--- config.mk ---
export PLATFORM = sky130hd
export DESIGN_NAME = vrq_ctrl_flat
export DESIGN_NICKNAME = d
export VERILOG_FILES = /design/src/hdl/vrq_pkg.sv /design/src/hdl/vrq_if.sv /design/src/hdl/vrq_ctrl.sv /design/src/flat_wrapper.sv
export VERILOG_INCLUDE_DIRS = /design/src /design/src/hdl
export SDC_FILE = /design/constraint.sdc
export NUM_CORES = 1
export LEC_CHECK = 0
export ABC_AREA = 1
export BUFFER_PORTS_ARGS = -buffer_cell sky130_fd_sc_hd__buf_2
export CORE_MARGIN = 2
export CORE_UTILIZATION = 45
export DETAILED_ROUTE_END_ITERATION = 10
export GPL_TIMING_DRIVEN = 0
export PLACE_DENSITY = 0.67
export SLEW_MARGIN = 20
export SYNTH_ARGS = -nofsm -noshare
export SYNTH_HDL_FRONTEND = slang
export SYNTH_SLANG_ARGS = --single-unit
--- constraint.sdc ---
create_clock -name clk_i -period 8.3 [get_ports clk_i]
set_clock_uncertainty 0.05 [all_clocks]
set_input_delay 2.49 -clock clk_i [delete_from_list [all_inputs] [get_ports clk_i]]
set_output_delay 2.49 -clock clk_i [all_outputs]
set_load 0.02 [all_outputs]
--- src/hdl/assert_macros.svh ---
// Assertion macros for the RTL; vrq_ctrl includes them.
`ifndef ASSERT_MACROS_SVH
`define ASSERT_MACROS_SVH

// Check a property at every rising clock edge outside reset.
`define VRQ_ASSERT(label, clk, rst_n, prop, msg) \
  label: assert property (@(posedge clk) disable iff (!rst_n) (prop)) \
    else $error(msg);

// Check that a condition implies another in the same cycle.
`define VRQ_ASSERT_IMP(label, clk, rst_n, ante, cons, msg) \
  label: assert property (@(posedge clk) disable iff (!rst_n) (ante) |-> (cons)) \
    else $error(msg);

// Check that a condition implies another in the next cycle.
`define VRQ_ASSERT_NXT(label, clk, rst_n, ante, cons, msg) \
  label: assert property (@(posedge clk) disable iff (!rst_n) (ante) |=> (cons)) \
    else $error(msg);

`endif

--- src/hdl/vrq_pkg.sv ---
// Types and constants of the variable record ring queue.
package vrq_pkg;

  localparam int unsigned LEN_W      = 13;
  localparam int unsigned TAG_W      = 32;
  localparam int unsigned STAT_W     = 3;
  localparam int unsigned OFF_W      = 12;
  localparam int unsigned PTR_W      = 13;
  localparam int unsigned CFG_IDX_W  = 8;
  localparam int unsigned CFG_DATA_W = 13;

  localparam logic [CFG_DATA_W-1:0] QUEUE_BYTES_RST = 13'd4096;
  localparam logic [CFG_DATA_W-1:0] MAX_BLOCK_RST   = 13'd1024;

  localparam logic [CFG_IDX_W-1:0] CFG_QUEUE_BYTES = 8'd0;
  localparam logic [CFG_IDX_W-1:0] CFG_MAX_BLOCK   = 8'd1;

  localparam logic REQ_PUSH = 1'b0;
  localparam logic REQ_POP  = 1'b1;

  typedef enum logic [STAT_W-1:0] {
    ST_OK        = 3'd0,
    ST_EMPTY     = 3'd1,
    ST_FULL      = 3'd2,
    ST_TOO_LARGE = 3'd3,
    ST_SHORT     = 3'd4
  } status_e;

  typedef enum logic [2:0] {
    S_IDLE,
    S_PUSH_A,
    S_PUSH_B,
    S_POP_A,
    S_POP_B
  } fsm_e;

  typedef struct packed {
    logic             pad;
    logic [LEN_W-1:0] len;
    logic [TAG_W-1:0] tag;
  } hdr_t;

  typedef struct packed {
    logic             wr_en;
    logic [PTR_W-1:0] wr_addr;
    hdr_t             wr_data;
    logic             rd_en;
    logic [PTR_W-1:0] rd_addr;
  } mem_req_t;

endpackage

--- src/hdl/vrq_if.sv ---
// Handshake channel interfaces: request, response and configuration write.
interface vrq_req_if;
  logic                       valid;
  logic                       ready;
  logic                       req_type;
  logic [vrq_pkg::LEN_W-1:0]  rec_length;
  logic [vrq_pkg::TAG_W-1:0]  rec_tag;
  modport source (output valid, req_type, rec_length, rec_tag, input ready);
  modport sink   (input valid, req_type, rec_length, rec_tag, output ready);
endinterface

interface vrq_rsp_if;
  logic                       valid;
  logic                       ready;
  logic [vrq_pkg::STAT_W-1:0] status;
  logic [vrq_pkg::OFF_W-1:0]  rec_offset;
  logic [vrq_pkg::LEN_W-1:0]  out_length;
  logic [vrq_pkg::TAG_W-1:0]  out_tag;
  modport source (output valid, status, rec_offset, out_length, out_tag, input ready);
  modport sink   (input valid, status, rec_offset, out_length, out_tag, output ready);
endinterface

interface vrq_cfg_if;
  logic                           valid;
  logic                           ready;
  logic [vrq_pkg::CFG_IDX_W-1:0]  index;
  logic [vrq_pkg::CFG_DATA_W-1:0] data;
  modport source (output valid, index, data, input ready);
  modport sink   (input valid, index, data, output ready);
endinterface

--- src/hdl/vrq_ctrl.sv ---
// Pointer sequencer, configuration registers and response register.
`include "assert_macros.svh"

module vrq_ctrl #(
  parameter int unsigned CAPACITY_BYTES = 4096,
  parameter int unsigned START_OFFSET   = 8,
  parameter int unsigned HEADER_BYTES   = 16
) (
  input  logic              clk_i,
  input  logic              rst_ni,
  vrq_req_if.sink           req,
  vrq_rsp_if.source         rsp,
  vrq_cfg_if.sink           cfg,
  output vrq_pkg::mem_req_t mem_req_o,
  input  vrq_pkg::hdr_t     rd_data_i
);
  import vrq_pkg::*;

  localparam int unsigned PTR_MAX  = (1 << PTR_W) - 1;
  localparam int unsigned RING_MAX = (CAPACITY_BYTES < PTR_MAX) ? CAPACITY_BYTES : PTR_MAX;
  localparam logic [PTR_W-1:0] START = PTR_W'(START_OFFSET);
  localparam logic [LEN_W-1:0] HDR   = LEN_W'(HEADER_BYTES);
  localparam logic [LEN_W-1:0] RMAX  = LEN_W'(RING_MAX);
  localparam logic [LEN_W-1:0] RMIN  = LEN_W'(START_OFFSET + HEADER_BYTES);

  fsm_e state_q, state_d;
  logic [PTR_W-1:0] head_q, head_d, tail_q, tail_d;
  logic [CFG_DATA_W-1:0] qbytes_q, maxblk_q;
  logic [LEN_W-1:0] req_len_q;
  logic [TAG_W-1:0] req_tag_q;
  logic req_pop_q;
  logic rd_oob_q;

  logic rsp_valid_q;
  status_e rsp_status_q, res_status;
  logic [OFF_W-1:0] rsp_off_q, res_off;
  logic [LEN_W-1:0] rsp_len_q, res_len;
  logic [TAG_W-1:0] rsp_tag_q, res_tag;
  logic fin;

  logic req_acc, out_free;
  logic [LEN_W-1:0] ring_len, surplus, room_tail;
  logic too_short, too_large, wrap, wrap_full, full_b, empty_now, skip;
  logic [PTR_W+1:0] full_lim;
  hdr_t hdr_eff;
  mem_req_t mreq;

  assign req_acc  = req.valid && req.ready;
  assign req.ready = (state_q == S_IDLE);
  assign cfg.ready = 1'b1;
  assign out_free = !rsp_valid_q || rsp.ready;

  // Saturate the ring length into its legal range.
  always_comb begin
    ring_len = (qbytes_q > RMAX) ? RMAX : qbytes_q;
    if (ring_len < RMIN) begin
      ring_len = RMIN;
    end
  end

  assign too_short = req_len_q < HDR;
  assign too_large = (req_len_q > maxblk_q) || (req_len_q > (ring_len - START));
  assign surplus   = (head_q < ring_len) ? (ring_len - head_q) : '0;
  assign wrap      = surplus < req_len_q;
  assign wrap_full = wrap && (tail_q == START);
  assign full_lim  = {2'b00, head_q} + {2'b00, req_len_q} + {2'b00, maxblk_q};
  assign full_b    = (tail_q > head_q) && ({2'b00, tail_q} < full_lim);

  assign hdr_eff   = rd_oob_q ? hdr_t'('0) : rd_data_i;
  assign empty_now = (tail_q == head_q);
  assign room_tail = (tail_q < ring_len) ? (ring_len - tail_q) : '0;
  assign skip      = (head_q < tail_q) && ((room_tail < HDR) || hdr_eff.pad);

  // Next state.
  always_comb begin
    state_d = state_q;
    unique case (state_q)
      S_IDLE: begin
        if (req_acc) begin
          state_d = (req.req_type == REQ_POP) ? S_POP_A : S_PUSH_A;
        end
      end
      S_PUSH_A: begin
        if (too_short || too_large || wrap_full) begin
          if (out_free) state_d = S_IDLE;
        end else begin
          state_d = S_PUSH_B;
        end
      end
      S_PUSH_B: begin
        if (out_free) state_d = S_IDLE;
      end
      S_POP_A: begin
        if (!empty_now && skip) begin
          state_d = S_POP_B;
        end else if (out_free) begin
          state_d = S_IDLE;
        end
      end
      S_POP_B: begin
        if (out_free) state_d = S_IDLE;
      end
      default: state_d = S_IDLE;
    endcase
  end

  // Pointer updates, memory requests and result.
  always_comb begin
    head_d     = head_q;
    tail_d     = tail_q;
    mreq       = '0;
    fin        = 1'b0;
    res_status = ST_OK;
    res_off    = '0;
    res_len    = '0;
    res_tag    = '0;
    unique case (state_q)
      S_IDLE: begin
        mreq.rd_en   = req_acc;
        mreq.rd_addr = tail_q;
      end
      S_PUSH_A: begin
        priority if (too_short) begin
          fin        = out_free;
          res_status = ST_SHORT;
        end else if (too_large) begin
          fin        = out_free;
          res_status = ST_TOO_LARGE;
        end else if (wrap_full) begin
          fin        = out_free;
          res_status = ST_FULL;
        end else if (wrap) begin
          priority if (tail_q > head_q) begin
            tail_d = START;
            head_d = START;
          end else if (surplus < HDR) begin
            head_d = START;
          end else begin
            // Fill the ring end with a pad record.
            mreq.wr_en        = 1'b1;
            mreq.wr_addr      = head_q;
            mreq.wr_data.pad  = 1'b1;
            mreq.wr_data.len  = surplus;
            mreq.wr_data.tag  = '0;
            head_d            = START;
          end
        end else begin
          // Room left at the head: go straight on to the full check.
        end
      end
      S_PUSH_B: begin
        if (out_free) begin
          fin = 1'b1;
          if (full_b) begin
            res_status = ST_FULL;
          end else begin
            mreq.wr_en       = 1'b1;
            mreq.wr_addr     = head_q;
            mreq.wr_data.pad = 1'b0;
            mreq.wr_data.len = req_len_q;
            mreq.wr_data.tag = req_tag_q;
            res_off          = head_q[OFF_W-1:0];
            head_d           = head_q + req_len_q;
          end
        end
      end
      S_POP_A: begin
        if (empty_now) begin
          fin        = out_free;
          res_status = ST_EMPTY;
        end else if (skip) begin
          // Skip pad or short tail end: restart at the ring start and reread.
          tail_d       = START;
          mreq.rd_en   = 1'b1;
          mreq.rd_addr = START;
        end else if (out_free) begin
          fin     = 1'b1;
          res_off = tail_q[OFF_W-1:0];
          res_len = hdr_eff.len;
          res_tag = hdr_eff.tag;
          tail_d  = tail_q + hdr_eff.len;
        end
      end
      S_POP_B: begin
        if (out_free) begin
          fin = 1'b1;
          if (empty_now) begin
            res_status = ST_EMPTY;
          end else begin
            res_off = tail_q[OFF_W-1:0];
            res_len = hdr_eff.len;
            res_tag = hdr_eff.tag;
            tail_d  = tail_q + hdr_eff.len;
          end
        end
      end
      default: ;
    endcase
  end

  assign mem_req_o = mreq;

  always_ff @(posedge clk_i or negedge rst_ni) begin
    if (!rst_ni) begin
      state_q     <= S_IDLE;
      head_q      <= START;
      tail_q      <= START;
      qbytes_q    <= QUEUE_BYTES_RST;
      maxblk_q    <= MAX_BLOCK_RST;
      rsp_valid_q <= 1'b0;
    end else begin
      state_q <= state_d;
      head_q  <= head_d;
      tail_q  <= tail_d;
      if (cfg.valid && cfg.ready) begin
        unique case (cfg.index)
          CFG_QUEUE_BYTES: qbytes_q <= cfg.data;
          CFG_MAX_BLOCK:   maxblk_q <= cfg.data;
          default: ;
        endcase
      end
      if (fin) begin
        rsp_valid_q <= 1'b1;
      end else if (rsp.ready) begin
        rsp_valid_q <= 1'b0;
      end
    end
  end

  always_ff @(posedge clk_i) begin
    if (req_acc) begin
      req_pop_q <= req.req_type;
      req_len_q <= req.rec_length;
      req_tag_q <= req.rec_tag;
    end
    if (mreq.rd_en) begin
      rd_oob_q <= (32'(mreq.rd_addr) >= CAPACITY_BYTES);
    end
    if (fin) begin
      rsp_status_q <= res_status;
      rsp_off_q    <= res_off;
      rsp_len_q    <= res_len;
      rsp_tag_q    <= res_tag;
    end
  end

  assign rsp.valid      = rsp_valid_q;
  assign rsp.status     = rsp_status_q;
  assign rsp.rec_offset = rsp_off_q;
  assign rsp.out_length = rsp_len_q;
  assign rsp.out_tag    = rsp_tag_q;

  `VRQ_ASSERT_IMP(a_wr_only_push, clk_i, rst_ni, mreq.wr_en,
    (state_q == S_PUSH_A || state_q == S_PUSH_B), "header write outside a push")
  `VRQ_ASSERT_IMP(a_fin_free, clk_i, rst_ni, fin, out_free,
    "result loaded over an unread response")
  `VRQ_ASSERT_NXT(a_idle_ptr, clk_i, rst_ni, state_q == S_IDLE,
    $stable(head_q) && $stable(tail_q), "pointers moved while idle")
  `VRQ_ASSERT_IMP(a_pop_type, clk_i, rst_ni,
    (state_q == S_POP_A || state_q == S_POP_B), req_pop_q == REQ_POP,
    "pop sequence on a push request")

endmodule

--- src/flat_wrapper.sv ---
// flat-port wrapper written by rule: the top's interface ports become plain ports
module vrq_ctrl_flat import vrq_pkg::*;
#(
  parameter int unsigned CAPACITY_BYTES = 4096,
  parameter int unsigned START_OFFSET   = 8,
  parameter int unsigned HEADER_BYTES   = 16
)
  (clk_i, rst_ni, mem_req_o, rd_data_i, req_valid, req_req_type, req_rec_length, req_rec_tag, req_ready, rsp_valid, rsp_status, rsp_rec_offset, rsp_out_length, rsp_out_tag, rsp_ready, cfg_valid, cfg_index, cfg_data, cfg_ready);
  vrq_req_if req_i ();
  vrq_rsp_if rsp_i ();
  vrq_cfg_if cfg_i ();
  input  logic clk_i;
  input  logic rst_ni;
  output vrq_pkg::mem_req_t mem_req_o;
  input  vrq_pkg::hdr_t rd_data_i;
  input wire logic [$bits(req_i.valid)-1:0] req_valid;
  input wire logic [$bits(req_i.req_type)-1:0] req_req_type;
  input wire logic [$bits(req_i.rec_length)-1:0] req_rec_length;
  input wire logic [$bits(req_i.rec_tag)-1:0] req_rec_tag;
  output wire logic [$bits(req_i.ready)-1:0] req_ready;
  output wire logic [$bits(rsp_i.valid)-1:0] rsp_valid;
  output wire logic [$bits(rsp_i.status)-1:0] rsp_status;
  output wire logic [$bits(rsp_i.rec_offset)-1:0] rsp_rec_offset;
  output wire logic [$bits(rsp_i.out_length)-1:0] rsp_out_length;
  output wire logic [$bits(rsp_i.out_tag)-1:0] rsp_out_tag;
  input wire logic [$bits(rsp_i.ready)-1:0] rsp_ready;
  input wire logic [$bits(cfg_i.valid)-1:0] cfg_valid;
  input wire logic [$bits(cfg_i.index)-1:0] cfg_index;
  input wire logic [$bits(cfg_i.data)-1:0] cfg_data;
  output wire logic [$bits(cfg_i.ready)-1:0] cfg_ready;
  assign req_i.valid = req_valid;
  assign req_i.req_type = req_req_type;
  assign req_i.rec_length = req_rec_length;
  assign req_i.rec_tag = req_rec_tag;
  assign req_ready = req_i.ready;
  assign rsp_valid = rsp_i.valid;
  assign rsp_status = rsp_i.status;
  assign rsp_rec_offset = rsp_i.rec_offset;
  assign rsp_out_length = rsp_i.out_length;
  assign rsp_out_tag = rsp_i.out_tag;
  assign rsp_i.ready = rsp_ready;
  assign cfg_i.valid = cfg_valid;
  assign cfg_i.index = cfg_index;
  assign cfg_i.data = cfg_data;
  assign cfg_ready = cfg_i.ready;
  vrq_ctrl #(.CAPACITY_BYTES(CAPACITY_BYTES), .START_OFFSET(START_OFFSET), .HEADER_BYTES(HEADER_BYTES)) u_core (.clk_i(clk_i), .rst_ni(rst_ni), .req(req_i), .rsp(rsp_i), .cfg(cfg_i), .mem_req_o(mem_req_o), .rd_data_i(rd_data_i));
endmodule
==> impl_metrics.tcl, run 1 <==
set metrics [dict create \
    syn-cell-area_mm2 0.0126 \
    combPwrFrac_pct 71.2 \
    drtAntennaViolNets 0 \
    dp_hpwl_um 29900 \
    vias 12200 \
    die_h_um 171 \
    cap_viol_max_count 0 \
    antenna_cells 0 \
    post_layout_nonfiller_instances 2359 \
    synth_seq_cells 162 \
    die_area_mm2 0.0293 \
    power_mw 7.85 \
    avgRoutedWirePerCell_um 16.6 \
    io_pins 255 \
    endpoint_kind "output pin" \
    outcome "completed" \
    slew_headroom_pct 34.8 \
    ys_warn_count 0 \
    clock-root-buffer "clkbuf_16" \
    row_count 61 \
    synth_top_cell_by_area "edfxtp_1" \
    worst_pin_slew_ns 0.970 \
    powerDensity_mw_per_mm2 493 \
    core_mm2 0.0276 \
    grt_pass1_vias 11500 \
    dpl_cell_area_mm2 0.0144 \
    setup_viol 0 \
    async_flop_share_pct 34.6 \
    synthCells 1630 \
    cts_sinks 162 \
    cp_common_cell "nand2_1" \
    netlist_top_cells_area "edfxtp_1, ha_1, nand2_1" \
    ctsHtreeMaxLevel 4 \
    synth-main-ff-cell "edfxtp_1" \
    hold_ws_ns 0.441 \
    antenna_found_initial 0 \
    ys_types 60 \
    final_nets 2217 \
    yosysMostFrequentCell "nand2_1" \
    critPathKind "reg -> out" \
    avgSynthCellArea_um2 7.72 \
    synthToLayoutAreaGrowth_pct 26.7 \
    period_minus_slack_ns 8.11 \
    critPathLaunchType "flop" \
    seqPwrFrac_pct 18.7 \
    critPathArrivalTime_ns 5.57 \
    clock_power_share_pct 10.1 \
    drt-total-wl_um 39300 \
    cts_buffers 17 \
    intPower_mw 3.66 \
    vdd_drop_max_mv 0.295 \
    grt_overflow_total 0 \
    cp.required_ns 5.76 \
    vias_per_cell 5.19 \
    timing.final.max_slew_violations 0 \
    start_util_pct 45.5 \
    drc 0 \
    grt_pass1_wl_um 59200 \
    p_switching_mw 4.19 \
    slowest_stage "dfrtp_1" \
    finalHoldViolations 0 \
    die_w_um 171 \
    period_share_pct 97.7 \
    detail_route.first_pass.iterations 5 \
    fmax_ghz 0.123 \
    cts_tree "built" \
    synthTopCellsByCount "nand2_1, inv_1, nor2_1, ha_1, edfxtp_1" \
    clk_pin_slew_ns 0.07 \
    synth_seq_area_share_pct 36.5 \
    cpPeakStageDelay_ns 0.46 \
    hp-class "reg -> reg" \
    clock_latency_ns 0.45 \
    cts_buffer_depth 2 \
    track_usage_pct 26.1 \
    dp.cells 2264 \
    stdcell_area_mm2 0.0159 \
    sw_frac_of_total_pct 53.4 \
    synth_edf_count 106 \
    io_buffers 253 \
    cp_max_fo 6 \
    grt_max_degree 61 \
    gp_congestion 0.967 \
    tns_ns 0 \
    leakagePower_nw 8.02 \
    netlist.area_leader.share_pct 25.3 \
    drt_iter0_markers 862 \
    drive_gt1_share_pct 25.2 \
]
==> cell usage in the layout (no fill, tap or decap), types with 18 or more instances in the layout <==
master,n
ha_1,120
edfxtp_1,106
xor2_1,30
o21ai_0,64
clkbuf_1,19
clkbuf_16,18
buf_4,74
nand4_1,46
dfrtp_1,50
nor2_1,167
inv_1,232
nor2_2,21
nor3_1,25
a21oi_1,85
nand3_1,90
buf_2,243
nand2_1,353
==> layout make-up <==
class	count	area [um^2]
buffer	40	245
clock buffer	18	429
clock inverter	14	141
fill	2544	11700
inverter	247	946
multi-input combinational	1182	7240
sequential	162	4590
tap	378	473
timing repair buffer	318	1880
==> cell families (layout without fill, tap and decap cells) <==
logic type,after synthesis,after routing,synth area share [%]
AO/OA/AOI/OAI,229,229,10.3
XOR/XNOR,48,48,3.34
adder cells (fa/ha/maj),131,131,13.3
buffers and inverters,287,637,9.14
flip-flops,162,162,36.5
other,1,2,0.0298
AND/OR/NAND/NOR,772,772,27.4
==> layer usage <==
| layer | wire length (um) | up-vias | track usage, % | part of all wire [%] |
|---|---|---|---|---|
| met4 | 1090 | 0 | 9.51 | 2.8 |
| met2 | 18600 | 453 | 43.9 | 47 |
| met5 | 0 | - | 0 | 0 |
| met1 | 17000 | 5625 | 34.1 | 43 |
| li1 | - | 6097 | - | - |
| met3 | 2600 | 69 | 3.96 | 6.6 |
==> registers in the layout, indices dropped and copies added (netlist names) <==
signal,count
u_core.state_q,3
u_core.req_tag_q,32
u_core.qbytes_q,13
u_core.rsp.out_length,13
u_core.head_q,13
u_core.rd_oob_q,1
u_core.tail_q,13
u_core.req_len_q,13
u_core.rsp.out_tag,32
u_core.rsp.status,3
u_core.maxblk_q,13
u_core.rsp.rec_offset,12
u_core.rsp.valid,1
==> timing repair <==
| item | in CTS | in global routing |
|---|---|---|
| setup endpoints to repair | 58 | 58 |
| hold buffers | 0 | 0 |
| hold endpoints to repair | 0 | 0 |
| buffers inserted | 12 | 49 |
| pin swaps | 11 | 35 |
| resized for setup | 39 | 93 |
| cloned | 0 | 2 |
==> path summary, 6_finish.rpt <==
check,start,end,slack (ns),cells after the start
max,u_core.qbytes_q[8]$_DFFE_PN0P_,mem_req_o[61],0.19,36
min,u_core.qbytes_q[5]$_DFFE_PN0P_,u_core.qbytes_q[5]$_DFFE_PN0P_,0.44,2
max reg2reg,u_core.qbytes_q[8]$_DFFE_PN0P_,u_core.rsp.out_length[6]$_DFFE_PP_,2.64,33
min reg2reg,u_core.qbytes_q[5]$_DFFE_PN0P_,u_core.qbytes_q[5]$_DFFE_PN0P_,0.44,2
min in group asynchronous,rst_ni,u_core.maxblk_q[12]$_DFFE_PN0P_,2.06,1
max in group asynchronous,rst_ni,u_core.head_q[2]$_DFFE_PN0P_,5.59,1
==> worst max-delay path, delay by kind of cell, from the launching register on <==
kind | cells | cell delay (ns)
buffers and inverters | 10 | 1.35
AO/OA/AOI/OAI | 3 | 0.52
AND/OR/NAND/NOR | 21 | 2.28
flip-flops | 1 | 0.46
adder cells (fa/ha/maj) | 2 | 0.50
==> power groups by stage <==
stage | combinational [mW] | clock, mW | sequential (mW)
after floorplan | 3.43 | 0 | 1.58
after global placement | 4.76 | 0 | 1.49
after detailed placement | 4.86 | 0 | 1.47
after CTS | 4.99 | 0.800 | 1.46
after global routing | 6.19 | 0.833 | 1.49
final | 5.59 | 0.791 | 1.47
==> stage by stage <==
step	setup WS, ns	util, %
after floorplan	1.01	-
after global placement	-0.375	51.9
after detailed placement	-0.453	52.1
after CTS	0.0439	55.1
after global routing	-0.146	57.7
final	0.195	57.7
Note: power is estimated with default switching activity, not from simulation.
==> run 2, diff against run 1 <==
--- a/config.mk
+++ b/config.mk
@@ -7,7 +7,8 @@
 export NUM_CORES = 1
 export LEC_CHECK = 0
 export ABC_AREA = 1
-export BUFFER_PORTS_ARGS = -buffer_cell sky130_fd_sc_hd__buf_2
+export BUFFER_PORTS_ARGS = -buffer_cell sky130_fd_sc_hd__clkbuf_2
+export CAP_MARGIN = 25
 export CORE_MARGIN = 2
 export CORE_UTILIZATION = 45
 export DETAILED_ROUTE_END_ITERATION = 10
==> run 2 against run 1 <==
Sequential share of layout area about the same. Hold slack improved by 0.0051 ns. Largest power group unchanged. Final area about the same. Highest routed layer unchanged. Combinational power barely moved. Die area is the same. Final cell count down 0.55%.
==> impl_metrics.tcl, run 2 (same netlist as run 1, synthesis figures left out) <==
set metrics [dict create \
    period_share_pct 98.6 \
    cts_buffers 17 \
    final_nets 2204 \
    m1WireLength_um 16800 \
    final_core_util_pct 57.7 \
    row_count 61 \
    cp.required_ns 5.76 \
    critPathArrivalTime_ns 5.64 \
    die_h_um 171 \
    r2r_start "u_core.qbytes_q[7]$_DFFE_PN0P_" \
    routed.top_layer "met4" \
    fmax_ghz 0.122 \
    cp_max_fo 10 \
    drc 0 \
    finalHoldViolations 0 \
    preCtsSetupSlack_ns -0.452 \
    grt_max_degree 61 \
    grt_overflow_total 0 \
    drt_iter0_markers 887 \
    critPathLaunchType "flop" \
    final_common_cell "nand2_1" \
    clock-root-buffer "clkbuf_16" \
    critPathLaunch "u_core.qbytes_q[7]$_DFFE_PN0P_" \
    dpl_cell_area_mm2 0.0144 \
    clock_latency_ns 0.45 \
    stdcell_area_mm2 0.0159 \
    final_cell_mix "nand2_1, clkbuf_2, inv_1, nor2_1, ha_1" \
    vias_per_cell 5.24 \
    core_mm2 0.0276 \
    hp-class "reg -> reg" \
    die_w_um 171 \
    cts_hold_buf 0 \
    rsz0062_at_grt "true" \
    io_pins 255 \
    worstHoldStart "u_core.qbytes_q[6]$_DFFE_PN0P_" \
    wl_met2_um 18500 \
    dp.cells 2265 \
    endpoint_kind "output pin" \
    antenna_cells 0 \
    gp_congestion 0.967 \
    critPathKind "reg -> out" \
    cts_tree "built" \
    vdd_drop_max_mv 0.289 \
    dp_hpwl_um 29800 \
    wl_met3_um 3100 \
    period_minus_slack_ns 8.18 \
    rrSetupSlack_ns 2.62 \
    timing.final.max_slew_violations 0 \
    drtAntennaViolNets 0 \
    antenna_found_initial 0 \
    worst_pin_slew_ns 1.00 \
    detail_route.first_pass.iterations 5 \
    outcome "completed" \
    ctsHtreeMaxLevel 4 \
    setup_viol 0 \
    vias 12300 \
    cts_buffer_depth 2 \
    cpPeakStageDelay_ns 0.40 \
    setup_slack_ns 0.118 \
    leakagePower_nw 7.97 \
    cts_sinks 162 \
    drt-total-wl_um 39700 \
    slowest_stage "dfrtp_1" \
    post_layout_nonfiller_instances 2346 \
    powerDensity_mw_per_mm2 496 \
    clk_pin_slew_ns 0.07 \
    grt_pass1_wl_um 59500 \
    synthToLayoutAreaGrowth_pct 26.7 \
    start_util_pct 45.5 \
    die_area_mm2 0.0293 \
    io_buffers 253 \
    slew_headroom_pct 32.5 \
    drive_gt1_share_pct 25.3 \
    cp_common_cell "nand2_2" \
    track_usage_pct 26.1 \
    grt_pass1_vias 11500 \
    cap_viol_max_count 0 \
    avgRoutedWirePerCell_um 16.9 \
]
==> run 2: cell types whose count changed in the layout (fill, tap and decap cells not counted), sizes merged <==
cell | previous run | this run
clkbuf | 41 | 281
clkinv | 5 | 6
clkinvlp | 3 | 1
inv | 252 | 254
buf | 335 | 81
==> run 2: repair_timing <==
action,CTS,global route
setup buffers,10,37
cloned,0,2
endpoints found under the setup margin,58,58
resized for setup,41,111
pin swaps,6,45
==> run 2: worst paths after layout <==
check	to	depth (start not counted)
max in group asynchronous	u_core.head_q[3]$_DFFE_PN1P_	2
max reg2reg	u_core.rsp.rec_offset[2]$_DFFE_PP_	34
min	u_core.qbytes_q[6]$_DFFE_PN0P_	2
min reg2reg	u_core.qbytes_q[6]$_DFFE_PN0P_	2
max	mem_req_o[69]	35
min in group asynchronous	u_core.qbytes_q[10]$_DFFE_PN0P_	1
==> run 2: report_power, final <==
part / internal [mW] / switching, mW / total (mW)
sequential: 1.23 / 0.248 / 1.47
clock: 0.441 / 0.424 / 0.865
combinational: 1.98 / 3.59 / 5.57
total: 3.65 / 4.26 / 7.90
==> run 2: area by class of cell <==
cell class	count	area (um^2)
Buffer	40	240
Clock buffer	17	425
Clock inverter	15	200
Fill cell	2538	11700
Inverter	247	951
Multi-Input combinational cell	1182	7280
Sequential cell	162	4590
Tap cell	378	473
Timing Repair Buffer	305	1790
==> run 2: worst max-delay path, delay by kind of cell, from the launching register on <==
kind            cells  cell delay [ns]
simple gates       21             2.40
buf+inv             8             1.00
compound gates      4             0.86
fa+ha+maj           2             0.50
flops               1             0.40
==> run 2: metal layers <==
layer,up-vias,global-route usage [%]
li1,6064,-
met1,5615,34.0
met2,542,43.5
met3,81,4.65
met4,0,9.76
met5,-,0
==> run 2: stage by stage <==
| step | TNS (ns) | power (mW) | hold WS [ns] |
|---|---|---|---|
| 6_report | 0 | 7.90 | 0.446 |
| 5_1_grt | -1.89 | 8.54 | 0.471 |
| 4_1_cts | 0 | 7.33 | 0.449 |
| 3_5_place_dp | -9.26 | 6.33 | 0.432 |
| 3_3_place_gp | -8.25 | 6.24 | 0.421 |
| 2_1_floorplan | 0 | 5.01 | 0.403 |
==> run 3, diff against run 2 <==
--- a/config.mk
+++ b/config.mk
@@ -6,14 +6,13 @@
 export SDC_FILE = /design/constraint.sdc
 export NUM_CORES = 1
 export LEC_CHECK = 0
-export ABC_AREA = 1
 export BUFFER_PORTS_ARGS = -buffer_cell sky130_fd_sc_hd__clkbuf_2
 export CAP_MARGIN = 25
 export CORE_MARGIN = 2
 export CORE_UTILIZATION = 45
 export DETAILED_ROUTE_END_ITERATION = 10
 export GPL_TIMING_DRIVEN = 0
-export PLACE_DENSITY = 0.67
+export PLACE_DENSITY = 0.68
 export SLEW_MARGIN = 20
 export SYNTH_ARGS = -nofsm -noshare
 export SYNTH_HDL_FRONTEND = slang
==> run 3 against run 2 <==
The run now ends with setup timing left. Synthesized cell count decreased by 30%. Count of clock-buffer cells in the layout increased by 1. Global-route usage barely moved. Highest routed layer unchanged.
==> impl_metrics.tcl, run 3 <==
set metrics [dict create \
    clock-root-buffer "clkbuf_16" \
    combPwrFrac_pct 63.7 \
    endpoint_kind "output pin" \
    avgRoutedWirePerCell_um 20.2 \
    async_flop_share_pct 34.6 \
    worstReg2RegEnd "u_core.rsp.rec_offset[10]$_DFFE_PP_" \
    period_share_pct 108 \
    leakagePower_nw 7.23 \
    fmax_ghz 0.111 \
    yosysMostFrequentCell "ha_1" \
    ctsHtreeMaxLevel 4 \
    core_mm2 0.0252 \
    sw_frac_of_total_pct 45.7 \
    multi_input_area_mm2 0.00710 \
    violations "setup timing" \
    synth_top_cell_by_area "edfxtp_1" \
    cap_viol_max_count 0 \
    synth_edf_count 106 \
    netlist.area_leader.share_pct 27.6 \
    synth_seq_area_share_pct 39.8 \
    final_cell_mix "clkbuf_2, ha_1, edfxtp_1, inv_1, buf_4" \
    critPathLaunchType "flop" \
    dp_hpwl_um 27100 \
    grt_overflow_total 0 \
    synth_seq_cells 162 \
    worstHoldStart "u_core.maxblk_q[0]$_DFFE_PN0P_" \
    tns_ns -19.60 \
    clock_power_share_pct 13.2 \
    powerDensity_mw_per_mm2 390 \
    seqPwrFrac_pct 23.1 \
    antenna_cells 0 \
    rsz0062_at_grt "true" \
    r2r_start "u_core.qbytes_q[6]$_DFFE_PN0P_" \
    vdd_drop_max_mv 0.264 \
    cp.required_ns 5.76 \
    holdPathEnd "u_core.maxblk_q[0]$_DFFE_PN0P_" \
    critPathArrivalTime_ns 6.45 \
    setup_slack_ns -0.694 \
    start_util_pct 45.8 \
    slew_headroom_pct 32.1 \
    grt.met2_usage_pct 44.1 \
    cpPeakStageDelay_ns 0.55 \
    grt_pass1_vias 10100 \
    cts_buffers 17 \
    intPower_mw 3.32 \
    use_met1_pct 33.1 \
    critPathKind "reg -> out" \
    final_nets 1752 \
    setup_viol 55 \
    drt-total-wl_um 37200 \
    final_common_cell "clkbuf_2" \
    grt.busiest_layer "met2" \
    grt_max_degree 36 \
    preCtsSetupSlack_ns -0.929 \
    grt_pass1_wl_um 53900 \
    ys_types 73 \
    p_switching_mw 2.79 \
    worst_pin_slew_ns 1.01 \
    hp-class "reg -> reg" \
    synthToLayoutAreaGrowth_pct 36.0 \
    clock_latency_ns 0.44 \
    vias_per_cell 5.69 \
    gp_congestion 0.934 \
    reg2regPathDepth 28 \
    holdPathStages 1 \
    cp_max_fo 8 \
    timing.final.max_slew_violations 0 \
    synthCells 1147 \
    crit_buf_inv 6 \
    fillerInstances 2070 \
    period_minus_slack_ns 8.99 \
    netlist_top_cells_area "edfxtp_1, ha_1, dfrtp_1" \
    die_area_mm2 0.0269 \
    cts_tree "built" \
    drtAntennaViolNets 0 \
    drt_iter0_markers 751 \
    cts_hold_buf 0 \
    row_count 58 \
    io_buffers 253 \
    slowest_stage "or4_4" \
    die_h_um 164 \
    io_pins 255 \
    antenna_found_initial 0 \
    synthTopCellsByCount "ha_1, edfxtp_1, and2_1, inv_1, a21oi_1" \
    vias 10500 \
    regArea_mm2 0.00459 \
    cts_buffer_depth 2 \
    rrSetupSlack_ns 1.64 \
    met3_usage_pct 6.82 \
    cpLargestDelayFamily "simple AND/OR/NAND/NOR gates" \
    cp_common_cell "nor2_1" \
    ys_warn_count 0 \
    detail_route.first_pass.iterations 5 \
    hold_ws_ns 0.507 \
    finalHoldViolations 0 \
    synth-main-ff-cell "edfxtp_1" \
    outcome "finished, violations left" \
    syn-cell-area_mm2 0.0115 \
    die_w_um 164 \
    clk_pin_slew_ns 0.07 \
    cts_sinks 162 \
    drive_gt1_share_pct 36.8 \
    avgSynthCellArea_um2 10.1 \
    track_usage_pct 26.1 \
    drc 0 \
]
run 3: cell types whose count changed after synthesis, moves of 26 or more:
cell and delta:
inv_1 -164, nor2b_1 +39, nor2_1 -128, nand3_1 -63, nand4_1 -29, o21ai_0 -26, and2_1 +92, mux2_2 +37
a21oi_1 -29, a21o_1 +27, nand2_1 -318
run 3: cells by family (layout without fill, tap and decap cells):
logic type,count (synthesis),count (layout),share of synthesized area (%)
adder cells (fa/ha/maj),131,131,14.5
other,1,2,0.0325
buffers and inverters,121,488,4.18
XOR/XNOR,52,52,3.95
multiplexers,40,40,3.87
flip-flops,162,162,39.8
AO/OA/AOI/OAI,269,269,15.9
AND/OR/NAND/NOR,371,372,17.8
run 3: worst max-delay path by stage:
| stage | from | endpoint | slack (ns) | depth (start not counted) |
|---|---|---|---|---|
| floorplan | u_core.qbytes_q[6]$_DFFE_PN0P_ | mem_req_o[60] | 0.01 | 27 |
| global placement | u_core.qbytes_q[6]$_DFFE_PN0P_ | u_core.rsp.rec_offset[9]$_DFFE_PP_ | -1.24 | 25 |
| detailed placement | u_core.qbytes_q[6]$_DFFE_PN0P_ | mem_req_o[69] | -0.93 | 28 |
| CTS | u_core.qbytes_q[7]$_DFFE_PN0P_ | mem_req_o[65] | -0.89 | 27 |
| global route | u_core.qbytes_q[6]$_DFFE_PN0P_ | mem_req_o[62] | -0.87 | 28 |
| finish | u_core.qbytes_q[6]$_DFFE_PN0P_ | mem_req_o[69] | -0.69 | 26 |
run 3: routing by layer:
| metal | wire length [um] | vias to the layer above |
|---|---|---|
| li1 | - | 4915 |
| met3 | 3010 | 91 |
| met5 | 0 | - |
| met1 | 15200 | 4983 |
| met2 | 17600 | 506 |
| met4 | 1330 | 0 |
run 3: power by group through the flow:
stage          logic, mW  clock network (mW)  registers (mW)
2_1_floorplan       2.01                   0            1.56
3_3_place_gp        2.98                   0            1.44
3_5_place_dp        3.10                   0            1.42
4_1_cts             3.53               0.816            1.41
5_1_grt             4.20               0.850            1.44
6_report            3.89               0.808            1.41
run 3: metrics by stage:
stage               util, %  cell area, um^2  power, mW  cells
floorplan                 -            11600       3.57   1148
global placement       52.6            13300       4.42   1731
detailed placement     53.1            13400       4.51   1735
CTS                    59.9            15100       5.75   1826
global route           62.3            15700       6.49   1846
finish                 62.3            15700       6.11   1846
run 3: what timing repair did:
item | CTS | global route
endpoints found under the setup margin | 60 | 61
buffers inserted | 57 | 23
pin swaps | 62 | 60
gates cloned | 3 | 2
resized for setup | 160 | 184
run 3: cell type report:
| cell class | count | share of cell area (%) |
|---|---|---|
| inverter | 79 | 1.94 |
| buffer | 39 | 1.51 |
| timing repair buffer | 338 | 15.6 |
| multi-input combinational | 866 | 45.3 |
| tap | 330 | 2.63 |
| sequential | 162 | 29.3 |
| clock inverter | 14 | 1.05 |
| clock buffer | 18 | 2.74 |
